File: src/sv/prt_pkg.sv
// Shared types, codes and constants for the pump run timer controller.
`default_nettype none

package prt_pkg;

    // Field widths
    localparam int DUR_W     = 7;
    localparam int SECS_W    = 13;
    localparam int STAMP_W   = 32;
    localparam int LP_W      = 16;
    localparam int STORED_W  = 8;
    localparam int CFG_IDX_W = 1;
    localparam int CFG_DATA_W = 16;

    // Configuration register indexes
    localparam logic [CFG_IDX_W-1:0] CFG_STORED_DURATION = 1'd0;
    localparam logic [CFG_IDX_W-1:0] CFG_LONG_PRESS      = 1'd1;

    // Timing constants
    localparam logic [DUR_W-1:0]  DUR_DEFAULT  = 7'd30;
    localparam logic [DUR_W-1:0]  DUR_MAX      = 7'd100;
    localparam logic [DUR_W-1:0]  DUR_STEP     = 7'd5;
    localparam logic [SECS_W-1:0] SEC_PER_MIN  = 13'd60;
    localparam logic [LP_W-1:0]   LP_DEFAULT   = 16'd2000;

    // Divide by 60 as a multiply by ceil(2^20/60), exact for counts below 8192
    localparam int DIV_SHIFT = 20;
    localparam int PROD_W    = 28;
    localparam logic [PROD_W-1:0] RECIP_60 = 28'd17477;

    typedef enum logic [1:0] {
        START_NONE   = 2'd0,
        START_MANUAL = 2'd1,
        START_SENSOR = 2'd2
    } start_ev_t;

    typedef enum logic [1:0] {
        STOP_NONE    = 2'd0,
        STOP_MANUAL  = 2'd1,
        STOP_SENSOR  = 2'd2,
        STOP_TIMEOUT = 2'd3
    } stop_ev_t;

    // One input word as held in the input register
    typedef struct packed {
        logic               sensor_high;
        logic               button_down;
        logic [STAMP_W-1:0] now_ms;
    } in_word_t;

    // One result word as held in the result register
    typedef struct packed {
        logic             motor_on;
        logic             manual_mode;
        logic [DUR_W-1:0] display_minutes;
        logic [DUR_W-1:0] duration_minutes;
        logic             duration_saved;
        start_ev_t        start_event;
        stop_ev_t         stop_event;
    } out_word_t;

endpackage

`default_nettype wire

File: src/sv/prt_if.sv
// Handshake channels for input samples and result words.
`default_nettype none

interface prt_sample_if;
    logic        valid;
    logic        ready;
    logic        sensor_high;
    logic        button_down;
    logic [31:0] now_ms;

    modport source (output valid, output sensor_high, output button_down, output now_ms,
                    input ready);
    modport sink   (input valid, input sensor_high, input button_down, input now_ms,
                    output ready);
endinterface

interface prt_result_if;
    logic       valid;
    logic       ready;
    logic       motor_on;
    logic       manual_mode;
    logic [6:0] display_minutes;
    logic [6:0] duration_minutes;
    logic       duration_saved;
    logic [1:0] start_event;
    logic [1:0] stop_event;

    modport source (output valid, output motor_on, output manual_mode,
                    output display_minutes, output duration_minutes,
                    output duration_saved, output start_event, output stop_event,
                    input ready);
    modport sink   (input valid, input motor_on, input manual_mode,
                    input display_minutes, input duration_minutes,
                    input duration_saved, input start_event, input stop_event,
                    output ready);
endinterface

`default_nettype wire

File: src/sv/prt_in_stage.sv
// Input register: captures one sample word and hands it to the control core.
`default_nettype none

module prt_in_stage (
    input  wire logic        clk,
    input  wire logic        rst_n,
    prt_sample_if.sink       sample,
    output prt_pkg::in_word_t word,
    output logic             word_valid,
    input  wire logic        core_ready
);
    import prt_pkg::*;

    logic     valid_reg;
    in_word_t word_reg;

    // Free when empty or when the core drains the held word this cycle
    assign sample.ready = !valid_reg || core_ready;
    assign word         = word_reg;
    assign word_valid   = valid_reg;

    // Valid flag
    always_ff @(posedge clk or negedge rst_n)
    begin
        if (!rst_n)
        begin
            valid_reg <= 1'b0;
        end
        else if (sample.valid && sample.ready)
        begin
            valid_reg <= 1'b1;
        end
        else if (core_ready)
        begin
            valid_reg <= 1'b0;
        end
    end

    // Payload, no reset
    always_ff @(posedge clk)
    begin
        if (sample.valid && sample.ready)
        begin
            word_reg.sensor_high <= sample.sensor_high;
            word_reg.button_down <= sample.button_down;
            word_reg.now_ms      <= sample.now_ms;
        end
    end

endmodule

`default_nettype wire

File: src/sv/prt_ctrl_core.sv
// Control core: timer state, register writes, per-word update and result register.
`default_nettype none

module prt_ctrl_core (
    input  wire logic                            clk,
    input  wire logic                            rst_n,
    input  wire logic                            cfg_we,
    input  wire logic [prt_pkg::CFG_IDX_W-1:0]   cfg_index,
    input  wire logic [prt_pkg::CFG_DATA_W-1:0]  cfg_wdata,
    input  wire prt_pkg::in_word_t               word,
    input  wire logic                            word_valid,
    output logic                                 core_ready,
    prt_result_if.source                         result
);
    import prt_pkg::*;

    // State
    logic               run_reg,  run_next;
    logic               man_reg,  man_next;
    logic [SECS_W-1:0]  secs_reg, secs_next;
    logic [DUR_W-1:0]   dur_reg,  dur_next;
    logic [STAMP_W-1:0] ps_reg,   ps_next;
    logic               pa_reg,   pa_next;
    logic [LP_W-1:0]    lp_reg,   lp_next;
    logic               res_valid_reg, res_valid_next;
    out_word_t          res_reg,  res_next;

    // Working values
    logic               take;
    logic [STAMP_W-1:0] elapsed;
    logic [STAMP_W-1:0] lp_wide;
    logic [DUR_W-1:0]   dur_inc;
    logic [DUR_W-1:0]   dur_load;
    logic [STORED_W-1:0] stored;
    logic [SECS_W-1:0]  cnt;
    logic [PROD_W-1:0]  prod;
    logic [DUR_W-1:0]   disp;
    logic               saved;
    start_ev_t          start_ev;
    stop_ev_t           stop_ev;

    assign core_ready = !res_valid_reg || result.ready;
    assign take       = word_valid && core_ready;
    assign lp_wide    = {{(STAMP_W-LP_W){1'b0}}, lp_reg};
    assign dur_inc    = dur_reg + DUR_STEP;
    assign stored     = cfg_wdata[STORED_W-1:0];
    assign dur_load   = (stored == '0 || stored > {1'b0, DUR_MAX}) ? DUR_DEFAULT
                                                                   : stored[DUR_W-1:0];

    // Next state for one word or one register write
    always_comb
    begin
        run_next  = run_reg;
        man_next  = man_reg;
        secs_next = secs_reg;
        dur_next  = dur_reg;
        ps_next   = ps_reg;
        pa_next   = pa_reg;
        lp_next   = lp_reg;
        elapsed   = '0;
        saved     = 1'b0;
        start_ev  = START_NONE;
        stop_ev   = STOP_NONE;
        cnt       = '0;
        prod      = '0;
        disp      = '0;

        if (take)
        begin
            // Button: long press steps duration, short release toggles manual run
            if (word.button_down)
            begin
                pa_next = 1'b1;
                if (!pa_reg)
                begin
                    ps_next = word.now_ms;
                end
                elapsed = word.now_ms - ps_next;
                if (elapsed > lp_wide)
                begin
                    dur_next = (dur_inc > DUR_MAX) ? DUR_STEP : dur_inc;
                    saved    = 1'b1;
                    ps_next  = word.now_ms;
                end
            end
            else
            begin
                elapsed = word.now_ms - ps_reg;
                if (pa_reg && elapsed < lp_wide)
                begin
                    if (!man_reg)
                    begin
                        man_next  = 1'b1;
                        run_next  = 1'b1;
                        secs_next = SECS_W'(dur_next) * SEC_PER_MIN;
                        start_ev  = START_MANUAL;
                    end
                    else
                    begin
                        man_next = 1'b0;
                        run_next = 1'b0;
                        stop_ev  = STOP_MANUAL;
                    end
                end
                pa_next = 1'b0;
                ps_next = '0;
            end

            // Sensor control outside a manual run
            if (word.sensor_high && !man_next && !run_next)
            begin
                run_next  = 1'b1;
                secs_next = SECS_W'(dur_next) * SEC_PER_MIN;
                start_ev  = START_SENSOR;
            end
            else if (!word.sensor_high && !man_next && run_next)
            begin
                run_next = 1'b0;
                stop_ev  = STOP_SENSOR;
            end

            // Countdown, minutes shown rounded up
            if (run_next)
            begin
                cnt  = (secs_next != '0) ? secs_next - 1'b1 : '0;
                prod = PROD_W'(cnt) * RECIP_60;
                disp = prod[DIV_SHIFT +: DUR_W] + 1'b1;
                if (cnt == '0)
                begin
                    run_next  = 1'b0;
                    man_next  = 1'b0;
                    secs_next = SECS_W'(dur_next) * SEC_PER_MIN;
                    stop_ev   = STOP_TIMEOUT;
                end
                else
                begin
                    secs_next = cnt;
                end
            end
        end
        else if (cfg_we)
        begin
            case (cfg_index)
                CFG_STORED_DURATION:
                begin
                    dur_next = dur_load;
                    if (!run_reg)
                    begin
                        secs_next = SECS_W'(dur_load) * SEC_PER_MIN;
                    end
                end
                CFG_LONG_PRESS:
                begin
                    lp_next = cfg_wdata[LP_W-1:0];
                end
                default:
                begin
                    lp_next = lp_reg;
                end
            endcase
        end
    end

    // Result word
    always_comb
    begin
        res_next.motor_on         = run_next;
        res_next.manual_mode      = man_next;
        res_next.display_minutes  = disp;
        res_next.duration_minutes = dur_next;
        res_next.duration_saved   = saved;
        res_next.start_event      = start_ev;
        res_next.stop_event       = stop_ev;
        res_valid_next            = take ? 1'b1 : (result.ready ? 1'b0 : res_valid_reg);
    end

    // Control state
    always_ff @(posedge clk or negedge rst_n)
    begin
        if (!rst_n)
        begin
            run_reg       <= 1'b0;
            man_reg       <= 1'b0;
            secs_reg      <= SECS_W'(DUR_DEFAULT) * SEC_PER_MIN;
            dur_reg       <= DUR_DEFAULT;
            ps_reg        <= '0;
            pa_reg        <= 1'b0;
            lp_reg        <= LP_DEFAULT;
            res_valid_reg <= 1'b0;
        end
        else
        begin
            run_reg       <= run_next;
            man_reg       <= man_next;
            secs_reg      <= secs_next;
            dur_reg       <= dur_next;
            ps_reg        <= ps_next;
            pa_reg        <= pa_next;
            lp_reg        <= lp_next;
            res_valid_reg <= res_valid_next;
        end
    end

    // Result payload, no reset
    always_ff @(posedge clk)
    begin
        if (take)
        begin
            res_reg <= res_next;
        end
    end

    assign result.valid            = res_valid_reg;
    assign result.motor_on         = res_reg.motor_on;
    assign result.manual_mode      = res_reg.manual_mode;
    assign result.display_minutes  = res_reg.display_minutes;
    assign result.duration_minutes = res_reg.duration_minutes;
    assign result.duration_saved   = res_reg.duration_saved;
    assign result.start_event      = res_reg.start_event;
    assign result.stop_event       = res_reg.stop_event;

endmodule

`default_nettype wire

File: src/sv/pump_run_timer_controller.sv
// Top level of the pump run timer controller.
`default_nettype none

// Each sample word is one one-second control pass (sensor level, button level, millisecond
// stamp) and yields exactly one result word. A word can be taken every clock cycle while the
// result side does not stall. An accepted word is held in the input register while the
// control core works on it, and the state update goes straight into the result register,
// which presents the result word. A stalled result does not block an empty input register,
// so one more word can be held while it waits. Register writes (index 0 stored duration,
// index 1 long-press time) take effect at the next edge if no word is taken in that cycle,
// and are meant to be issued only while no word is in flight.
module pump_run_timer_controller (
    input  wire logic                            clk,
    input  wire logic                            rst_n,
    input  wire logic                            cfg_we,
    input  wire logic [prt_pkg::CFG_IDX_W-1:0]   cfg_index,
    input  wire logic [prt_pkg::CFG_DATA_W-1:0]  cfg_wdata,
    prt_sample_if.sink                           sample,
    prt_result_if.source                         result
);
    import prt_pkg::*;

    in_word_t word;
    logic     word_valid;
    logic     core_ready;

    // Input register
    prt_in_stage u_in_stage (
        .clk        (clk),
        .rst_n      (rst_n),
        .sample     (sample),
        .word       (word),
        .word_valid (word_valid),
        .core_ready (core_ready)
    );

    // Timer state and result register
    prt_ctrl_core u_ctrl_core (
        .clk        (clk),
        .rst_n      (rst_n),
        .cfg_we     (cfg_we),
        .cfg_index  (cfg_index),
        .cfg_wdata  (cfg_wdata),
        .word       (word),
        .word_valid (word_valid),
        .core_ready (core_ready),
        .result     (result)
    );

    // A manual run always drives the motor
    a_manual_implies_motor: assert property (@(posedge clk) disable iff (!rst_n)
        result.valid && result.manual_mode |-> result.motor_on)
        else $error("manual mode shown with motor off");

    // End of countdown leaves the motor off and shows the last minute
    a_timeout_word: assert property (@(posedge clk) disable iff (!rst_n)
        result.valid && result.stop_event == STOP_TIMEOUT
        |-> !result.motor_on && result.display_minutes == 7'd1)
        else $error("timeout word inconsistent");

    // Any start leaves the motor running
    a_start_runs: assert property (@(posedge clk) disable iff (!rst_n)
        result.valid && result.start_event != START_NONE |-> result.motor_on)
        else $error("start event with motor off");

    // Duration and display stay in range
    a_ranges: assert property (@(posedge clk) disable iff (!rst_n)
        result.valid |-> result.duration_minutes != 7'd0
        && result.duration_minutes <= DUR_MAX && result.display_minutes <= DUR_MAX)
        else $error("duration or display out of range");

endmodule

`default_nettype wire

File: src/flat_wrapper.sv
// flat-port wrapper written by rule: the top's interface ports become plain ports
module pump_run_timer_controller_flat import prt_pkg::*;
  (clk, rst_n, cfg_we, cfg_index, cfg_wdata, sample_valid, sample_sensor_high, sample_button_down, sample_now_ms, sample_ready, result_valid, result_motor_on, result_manual_mode, result_display_minutes, result_duration_minutes, result_duration_saved, result_start_event, result_stop_event, result_ready);
  prt_sample_if sample_i ();
  prt_result_if result_i ();
  input  wire logic clk;
  input  wire logic rst_n;
  input  wire logic cfg_we;
  input  wire logic [prt_pkg::CFG_IDX_W-1:0] cfg_index;
  input  wire logic [prt_pkg::CFG_DATA_W-1:0] cfg_wdata;
  input wire logic [$bits(sample_i.valid)-1:0] sample_valid;
  input wire logic [$bits(sample_i.sensor_high)-1:0] sample_sensor_high;
  input wire logic [$bits(sample_i.button_down)-1:0] sample_button_down;
  input wire logic [$bits(sample_i.now_ms)-1:0] sample_now_ms;
  output wire logic [$bits(sample_i.ready)-1:0] sample_ready;
  output wire logic [$bits(result_i.valid)-1:0] result_valid;
  output wire logic [$bits(result_i.motor_on)-1:0] result_motor_on;
  output wire logic [$bits(result_i.manual_mode)-1:0] result_manual_mode;
  output wire logic [$bits(result_i.display_minutes)-1:0] result_display_minutes;
  output wire logic [$bits(result_i.duration_minutes)-1:0] result_duration_minutes;
  output wire logic [$bits(result_i.duration_saved)-1:0] result_duration_saved;
  output wire logic [$bits(result_i.start_event)-1:0] result_start_event;
  output wire logic [$bits(result_i.stop_event)-1:0] result_stop_event;
  input wire logic [$bits(result_i.ready)-1:0] result_ready;
  assign sample_i.valid = sample_valid;
  assign sample_i.sensor_high = sample_sensor_high;
  assign sample_i.button_down = sample_button_down;
  assign sample_i.now_ms = sample_now_ms;
  assign sample_ready = sample_i.ready;
  assign result_valid = result_i.valid;
  assign result_motor_on = result_i.motor_on;
  assign result_manual_mode = result_i.manual_mode;
  assign result_display_minutes = result_i.display_minutes;
  assign result_duration_minutes = result_i.duration_minutes;
  assign result_duration_saved = result_i.duration_saved;
  assign result_start_event = result_i.start_event;
  assign result_stop_event = result_i.stop_event;
  assign result_i.ready = result_ready;
  pump_run_timer_controller u_core (.clk(clk), .rst_n(rst_n), .cfg_we(cfg_we), .cfg_index(cfg_index), .cfg_wdata(cfg_wdata), .sample(sample_i), .result(result_i));
endmodule
File: config.mk
export PLATFORM = sky130hd
export DESIGN_NAME = pump_run_timer_controller_flat
export DESIGN_NICKNAME = d
export VERILOG_FILES = /design/src/sv/prt_pkg.sv /design/src/sv/prt_if.sv /design/src/sv/prt_in_stage.sv /design/src/sv/prt_ctrl_core.sv /design/src/sv/pump_run_timer_controller.sv /design/src/flat_wrapper.sv
export SDC_FILE = /design/constraint.sdc
export NUM_CORES = 1
export LEC_CHECK = 0
export BUFFER_PORTS_ARGS = -buffer_cell sky130_fd_sc_hd__buf_2
export CAP_MARGIN = 0
export CELL_PAD_IN_SITES_DETAIL_PLACEMENT = 0
export CELL_PAD_IN_SITES_GLOBAL_PLACEMENT = 1
export CORE_MARGIN = 2
export CORE_UTILIZATION = 45
export DETAILED_ROUTE_END_ITERATION = 6
export GPL_TIMING_DRIVEN = 0
export PLACE_DENSITY_LB_ADDON = 0.08
export SLEW_MARGIN = 10
export SYNTH_ARGS = -nofsm -noshare
export SYNTH_HDL_FRONTEND = slang
export SYNTH_HIERARCHICAL = 1
export SYNTH_SLANG_ARGS = --single-unit
File: constraint.sdc
create_clock -name clk -period 37.5 [get_ports clk]
set_input_delay 3.75 -clock clk [delete_from_list [all_inputs] [get_ports clk]]
set_output_delay 3.75 -clock clk [all_outputs]
set_load 0.05 [all_outputs]
==> results of run 1 <==
[metal layers]
layer / vias to the layer above / routed length, um / GRT usage (%)
met2: 400 / 23000 / 47.04
met5: - / 0 / 0
met4: 0 / 1381 / 9.465
li1: 6750 / - / -
met3: 66 / 2043 / 3.930
met1: 6711 / 20980 / 34.78
[critical path, delay by kind of cell (launching register included)]
| family | cells | cell delay [ps] |
|---|---|---|
| flops | 1 | 320 |
| compound gates | 19 | 4920 |
| buf+inv | 9 | 2140 |
| xor+xnor | 3 | 460 |
| mux | 4 | 1090 |
| fa+ha+maj | 12 | 3910 |
| simple gates | 16 | 4350 |
[cell families after synthesis]
logic type / Yosys count / share of synthesized area [%]
AND/OR/NAND/NOR: 526 / 17.07
AO/OA/AOI/OAI: 502 / 21.81
adder cells (fa/ha/maj): 261 / 23.62
buffers and inverters: 231 / 5.841
flip-flops: 128 / 22.73
XOR/XNOR: 80 / 4.555
multiplexers: 66 / 4.368
[through the flow]
step	instances	hold slack, ps	cell area (um^2)	utilization [%]
2_1_floorplan	1794	462.9	15380	-
3_3_place_gp	2320	501.2	16330	48.58
3_5_place_dp	2322	507.3	16390	48.76
4_1_cts	2354	519.4	17010	50.60
5_1_grt	2354	559.8	17010	50.61
6_report	2354	517.1	17010	50.61
[layout make-up]
| type | instances | area (um^2) | area share, % |
|---|---|---|---|
| buffer | 62 | 265.3 | 1.559 |
| tap | 448 | 560.5 | 3.295 |
| multi-input combinational | 1435 | 10990 | 64.61 |
| clock inverter | 13 | 153.9 | 0.9045 |
| sequential | 128 | 3496 | 20.55 |
| clock buffer | 19 | 464.2 | 2.728 |
| inverter | 169 | 634.4 | 3.728 |
| timing repair buffer | 80 | 447.9 | 2.633 |
[Yosys cell counts, types with 14 or more instances]
cell type and instances:
fa_1 49, clkbuf_1 45, nor2b_1 18, a21oi_1 129, a21o_1 25, nand2_1 157, inv_1 166, ha_1 212
nand2b_1 22, dfrtp_1 59, or3_1 14, xor2_1 30, a31oi_1 14, and3_1 17, a22oi_1 29, o22ai_1 29
nand4_1 36, a211oi_1 14, o211ai_1 24, o21ai_0 90, edfxtp_1 55, o21a_1 16, nand3_1 41, nor2_1 121
xnor2_1 50, mux2i_1 57, dfstp_2 14, nor3_1 30
[cells in the final DEF, fill, tap and decap left out, types with 25 or more instances in the layout]
cell,count
nor2_1,121
xor2_1,30
buf_2,90
a21oi_1,129
nor3_1,30
xnor2_1,50
a22oi_1,29
inv_1,166
a21o_1,25
nand4_1,36
clkbuf_1,44
dfrtp_1,59
edfxtp_1,55
o21ai_0,90
o22ai_1,29
fa_1,49
mux2i_1,57
nand3_1,41
nand2_1,157
ha_1,212
[final timing paths]
| path | endpoint | slack, ps | cells after the start |
|---|---|---|---|
| worst max-delay path | u_core/u_ctrl_core/result.display_minutes[6]$_SDFFCE_PN0P_ | 20120 | 63 |
| worst min-delay path | u_core/u_ctrl_core/ps_reg[6]$_DFFE_PN0P_ | 520 | 1 |
| worst max register to register | u_core/u_ctrl_core/result.display_minutes[6]$_SDFFCE_PN0P_ | 20120 | 63 |
| worst min register to register | u_core/u_ctrl_core/ps_reg[6]$_DFFE_PN0P_ | 520 | 1 |
| max in group asynchronous | u_core/u_ctrl_core/lp_reg[9]$_DFFE_PN1P_ | 33640 | 2 |
| min in group asynchronous | u_core/u_ctrl_core/secs_reg[11]$_DFFE_PN0P_ | 3200 | 1 |
==> metrics.md, run 1 <==
| Metric | Value |
|---|---|
| Status | completed |
| Vias in the first global route | 14042 |
| Global-route wire length before repair | 76460 um |
| Post-route setup TNS | 0 ps |
| Fraction of layout cells with a size suffix above 1 | 10.39% |
| Chip width | 188.9 um |
| Final period utilization | 46.34% |
| IO buf count | 78 |
| Cts hold-fix bufs | 0 |
| Worst-Skew Late Latency | 440 ps |
| Dominant synthesized flop cell | dfrtp_1 |
| CP startpoint kind | register |
| Clock Path Buffers | 2 |
| Pre-CTS setup slack | 20280 ps |
| Post-Syn Instances | 1794 |
| Slew Viols, Final | 0 |
| Clock-pin slew on the worst setup and hold paths | 60 ps |
| Worst-margin pin slew | 1112 ps |
| Critical Path End Type | register |
| Cell area after synthesis | 15380 um^2 |
| Drt first pass iters | 5 |
| Max FO, Critical Path | 10 |
| Asr flop ratio synth | 57.03% |
| CP startpoint | u_core/u_ctrl_core/pa_reg$_DFFE_PN0P_ |
| CTS Root Cell | clkbuf_16 |
| Share of the synthesized area in the top cell type | 17.25% |
| DRC viols | 0 |
| CP required | 37790 ps |
| # diodes | 0 |
| Worst hold path type | reg -> reg |
| CTS Buf Count | 17 |
| Grt ovf | 0 |
| Leading area contributor after synthesis | ha_1 |
| CORE AREA | 33620 um^2 |
| DIE AREA | 35680 um^2 |
| Initial core utilization | 45.76% |
| Final WS setup | 20120 ps |
| Dpl hpwl | 38230 um |
| Final setup fails | 0 |
| RSZ-0062 raised after global routing | no |
| Post-synthesis net count | 2111 |
| Final hold violation count | 0 |
| CTS sink cnt | 128 |
| Post-CTS Setup Bufs | 0 |
| Seq/Total Area, Yosys | 22.73% |
| CP peak stage delay | 640 ps |
| Syn Area/Cell | 8.574 um^2 |
| Arrival @ worst endpoint | 17670 ps |
| Max reg flops | 34 |
| Syn. warnings | 6 |
| Largest net degree at the start of global routing | 58 |
| Total GRT Usage | 27.23% |
| Antenna viol nets, final | 0 |
| Fillers | 3298 |
| Final net count | 2210 |
| Worst slew margin | 25.58% |
| Reg-to-reg critical path startpoint | u_core/u_ctrl_core/pa_reg$_DFFE_PN0P_ |
| Height of the chip | 188.9 um |
| Fin crit period | 17380 ps |
| Yosys reg bits | 128 |
| Critical-path top delay cell | or4b_2 |
| Clock Skews | 11.41 ps |
| Ranking of synthesized cells by area | ha_1 17%, edfxtp_1 11%, dfrtp_1 9.6%, fa_1 6.4%, a21oi_1 4.2% |
| Most used cell, CP | ha_1 |
| Via Count | 13927 |
| Worst Hold Launch | u_core/u_ctrl_core/ps_reg[6]$_DFFE_PN0P_ |
| Site Rows | 67 |
| Fmax | 57.54 MHz |
| Wirelength, routed | 47400 um |
| Htree depth | 4 |
| Max-Cap Viols | 0 |
| Area added between synthesis and finish | 10.62% |
| CTS tree | built |
| Yosys cell types | 94 |
| Gpl congestion | 0.9003 |
| I/O pins | 79 |
| Drt initial violations | 912 |
| Drt wl/cell | 20.14 um |
| Post-synth EDFFs | 55 |
| Number of gates resized after cts | 0 |
| Vias/cell | 5.916 |
| Kind of critical path | reg -> reg |
| Antenna violations before repair | 0 |
Power of run 1 is left out: the tool's default activity adds up to more than one toggle a clock period on the data nets, which glitch-free logic cannot reach.
==> run 2: changes to the inputs <==
==> constraint.sdc (replaced) <==
create_clock -name clk -period 18.1 [get_ports clk]
set_input_delay 1.81 -clock clk [delete_from_list [all_inputs] [get_ports clk]]
set_output_delay 1.81 -clock clk [all_outputs]
set_load 0.05 [all_outputs]
==> run 2 against run 1 <==
  * Clock-buffer cell count unchanged
  * Setup slack worse by 19000 ps
  * Global-route usage unchanged
  * Fmax rose by 2.6%
==> metrics.md, run 2 (synthesis gave the netlist of run 1 again) <==
| Metric | Value |
|---|---|
| Reg-to-reg critical path startpoint | u_core/u_ctrl_core/pa_reg$_DFFE_PN0P_ |
| CTS Buf Count | 17 |
| R2R cell count | 61 |
| Hold endpoint | u_core/u_ctrl_core/ps_reg[6]$_DFFE_PN0P_ |
| CP bufs+invs | 9 |
| CP required | 18390 ps |
| IO buf count | 78 |
| Fin crit period | 16940 ps |
| DRC viols | 0 |
| Most used cell, CP | ha_1 |
| Arrival @ worst endpoint | 17230 ps |
| Hold slack | 518.3 ps |
| CTS Root Cell | clkbuf_16 |
| Met3 Track Usage GR | 3.930% |
| Critical Path End Type | register |
| Clock Path Buffers | 2 |
| Worst Hold Launch | u_core/u_ctrl_core/ps_reg[6]$_DFFE_PN0P_ |
| Final setup fails | 0 |
| # diodes | 0 |
| Slew Viols, Final | 0 |
| Worst slew margin | 26.32% |
| CORE AREA | 33620 um^2 |
| Worst-Skew Late Latency | 450 ps |
| Gpl congestion | 0.9003 |
| Status | completed |
| Site Rows | 67 |
| Clock-pin slew on the worst setup and hold paths | 60 ps |
| Delay-heaviest family, CP | compound AO/OA/AOI/OAI gates |
| Worst hold path type | reg -> reg |
| CP startpoint kind | register |
| Fmax | 59.04 MHz |
| Grt ovf | 0 |
| Via Count | 13904 |
| Fillers | 3299 |
| Met2 Resource Use GR | 47.04% |
| Final period utilization | 93.58% |
| Max reg flops | 34 |
| Chip width | 188.9 um |
| Fraction of layout cells with a size suffix above 1 | 10.55% |
| Most frequent cells in the layout | 212 x ha_1, 166 x inv_1, 157 x nand2_1 |
| Antenna viol nets, final | 0 |
| DIE AREA | 35680 um^2 |
| Worst-margin pin slew | 1101 ps |
| Clock Skews | 11.49 ps |
| R2r setup slk | 1160 ps |
| CP peak stage delay | 640 ps |
| Drt initial violations | 934 |
| Largest net degree at the start of global routing | 58 |
| Max-Cap Viols | 0 |
| Height of the chip | 188.9 um |
| Hold Path Stages | 1 |
| Initial core utilization | 45.76% |
| Antenna violations before repair | 0 |
| I/O pins | 79 |
| Global-route wire length before repair | 76460 um |
| Wirelength, routed | 47360 um |
| Htree depth | 4 |
| Final hold violation count | 0 |
| Max FO, Critical Path | 10 |
| Commonest non-fill, non-tap cell in the layout | ha_1 |
| M1 GR Usage | 34.78% |
| Critical-path top delay cell | or4b_2 |
| Vias in the first global route | 14042 |
| Most Used Layer, Global Route | met2 |
| CTS sink cnt | 128 |
| Drt wl/cell | 20.12 um |
| Vias/cell | 5.907 |
| Post-CTS Setup Bufs | 0 |
| Drt first pass iters | 6 |
| Dpl hpwl | 38230 um |
| Total GRT Usage | 27.23% |
| CTS tree | built |
| Area added between synthesis and finish | 10.66% |
| Final net count | 2210 |
| RR Endpoint | u_core/u_ctrl_core/result.display_minutes[6]$_SDFFCE_PN0P_ |
| Kind of critical path | reg -> reg |
[run 2: cell counts in the layout (fill, tap and decap cells not counted)]
No cell type changed its count.
[run 2: layer usage]
metal,share of wire (%),vias up
met4,2.9,0
met2,49,362
li1,-,6752
met5,0,-
met1,44,6718
met3,4.1,72
[run 2: repair_timing]
action | in CTS | in global routing
setup endpoints to repair | 0 | 1
hold buffers | 0 | 0
gates resized for setup | 0 | 6
[run 2: worst reg2reg max path: cells and delay by family, from the launching register on]
kind / cells / cell delay (ps)
xor+xnor: 1 / 100
fa+ha+maj: 12 / 4200
compound gates: 21 / 5240
simple gates: 15 / 4190
flops: 1 / 320
buf+inv: 9 / 1980
mux: 3 / 760
[run 2: final cells by class]
| type | instances | area, um^2 | area share (%) |
|---|---|---|---|
| buffer | 62 | 267.8 | 1.573 |
| clock buffer | 19 | 464.2 | 2.727 |
| clock inverter | 13 | 153.9 | 0.9042 |
| inverter | 169 | 634.4 | 3.727 |
| multi-input combinational | 1435 | 11000 | 64.60 |
| sequential | 128 | 3496 | 20.54 |
| tap | 448 | 560.5 | 3.293 |
| timing repair buffer | 80 | 447.9 | 2.632 |
[run 2: worst max-delay path by stage]
stage / start / to / slack [ps] / cells after the start
after floorplan: u_core/u_ctrl_core/pa_reg$_DFFE_PN0P_ / u_core/u_ctrl_core/result.display_minutes[6]$_SDFFCE_PN0P_ / 4080 / 65
after global placement: u_core/u_ctrl_core/pa_reg$_DFFE_PN0P_ / u_core/u_ctrl_core/result.display_minutes[6]$_SDFFCE_PN0P_ / 850 / 63
after global routing: u_core/u_ctrl_core/pa_reg$_DFFE_PN0P_ / u_core/u_ctrl_core/result.display_minutes[6]$_SDFFCE_PN0P_ / -6 / 60
after detailed placement: u_core/u_ctrl_core/pa_reg$_DFFE_PN0P_ / u_core/u_ctrl_core/result.display_minutes[6]$_SDFFCE_PN0P_ / 880 / 62
final: u_core/u_ctrl_core/pa_reg$_DFFE_PN0P_ / u_core/u_ctrl_core/result.display_minutes[6]$_SDFFCE_PN0P_ / 1160 / 61
after CTS: u_core/u_ctrl_core/pa_reg$_DFFE_PN0P_ / u_core/u_ctrl_core/result.display_minutes[6]$_SDFFCE_PN0P_ / 770 / 63
[run 2: stage by stage]
stage / utilization, % / area (um^2) / setup slack, ps / setup TNS, ps / cells
floorplan: - / 15380 / 4075 / 0 / 1794
global placement: 48.58 / 16330 / 853.5 / 0 / 2320
detailed placement: 48.76 / 16390 / 877.7 / 0 / 2322
CTS: 50.60 / 17010 / 767.1 / 0 / 2354
global route: 50.63 / 17020 / -5.677 / -5.677 / 2354
finish: 50.63 / 17020 / 1161 / 0 / 2354
Power of run 2 is left out for the same reason.
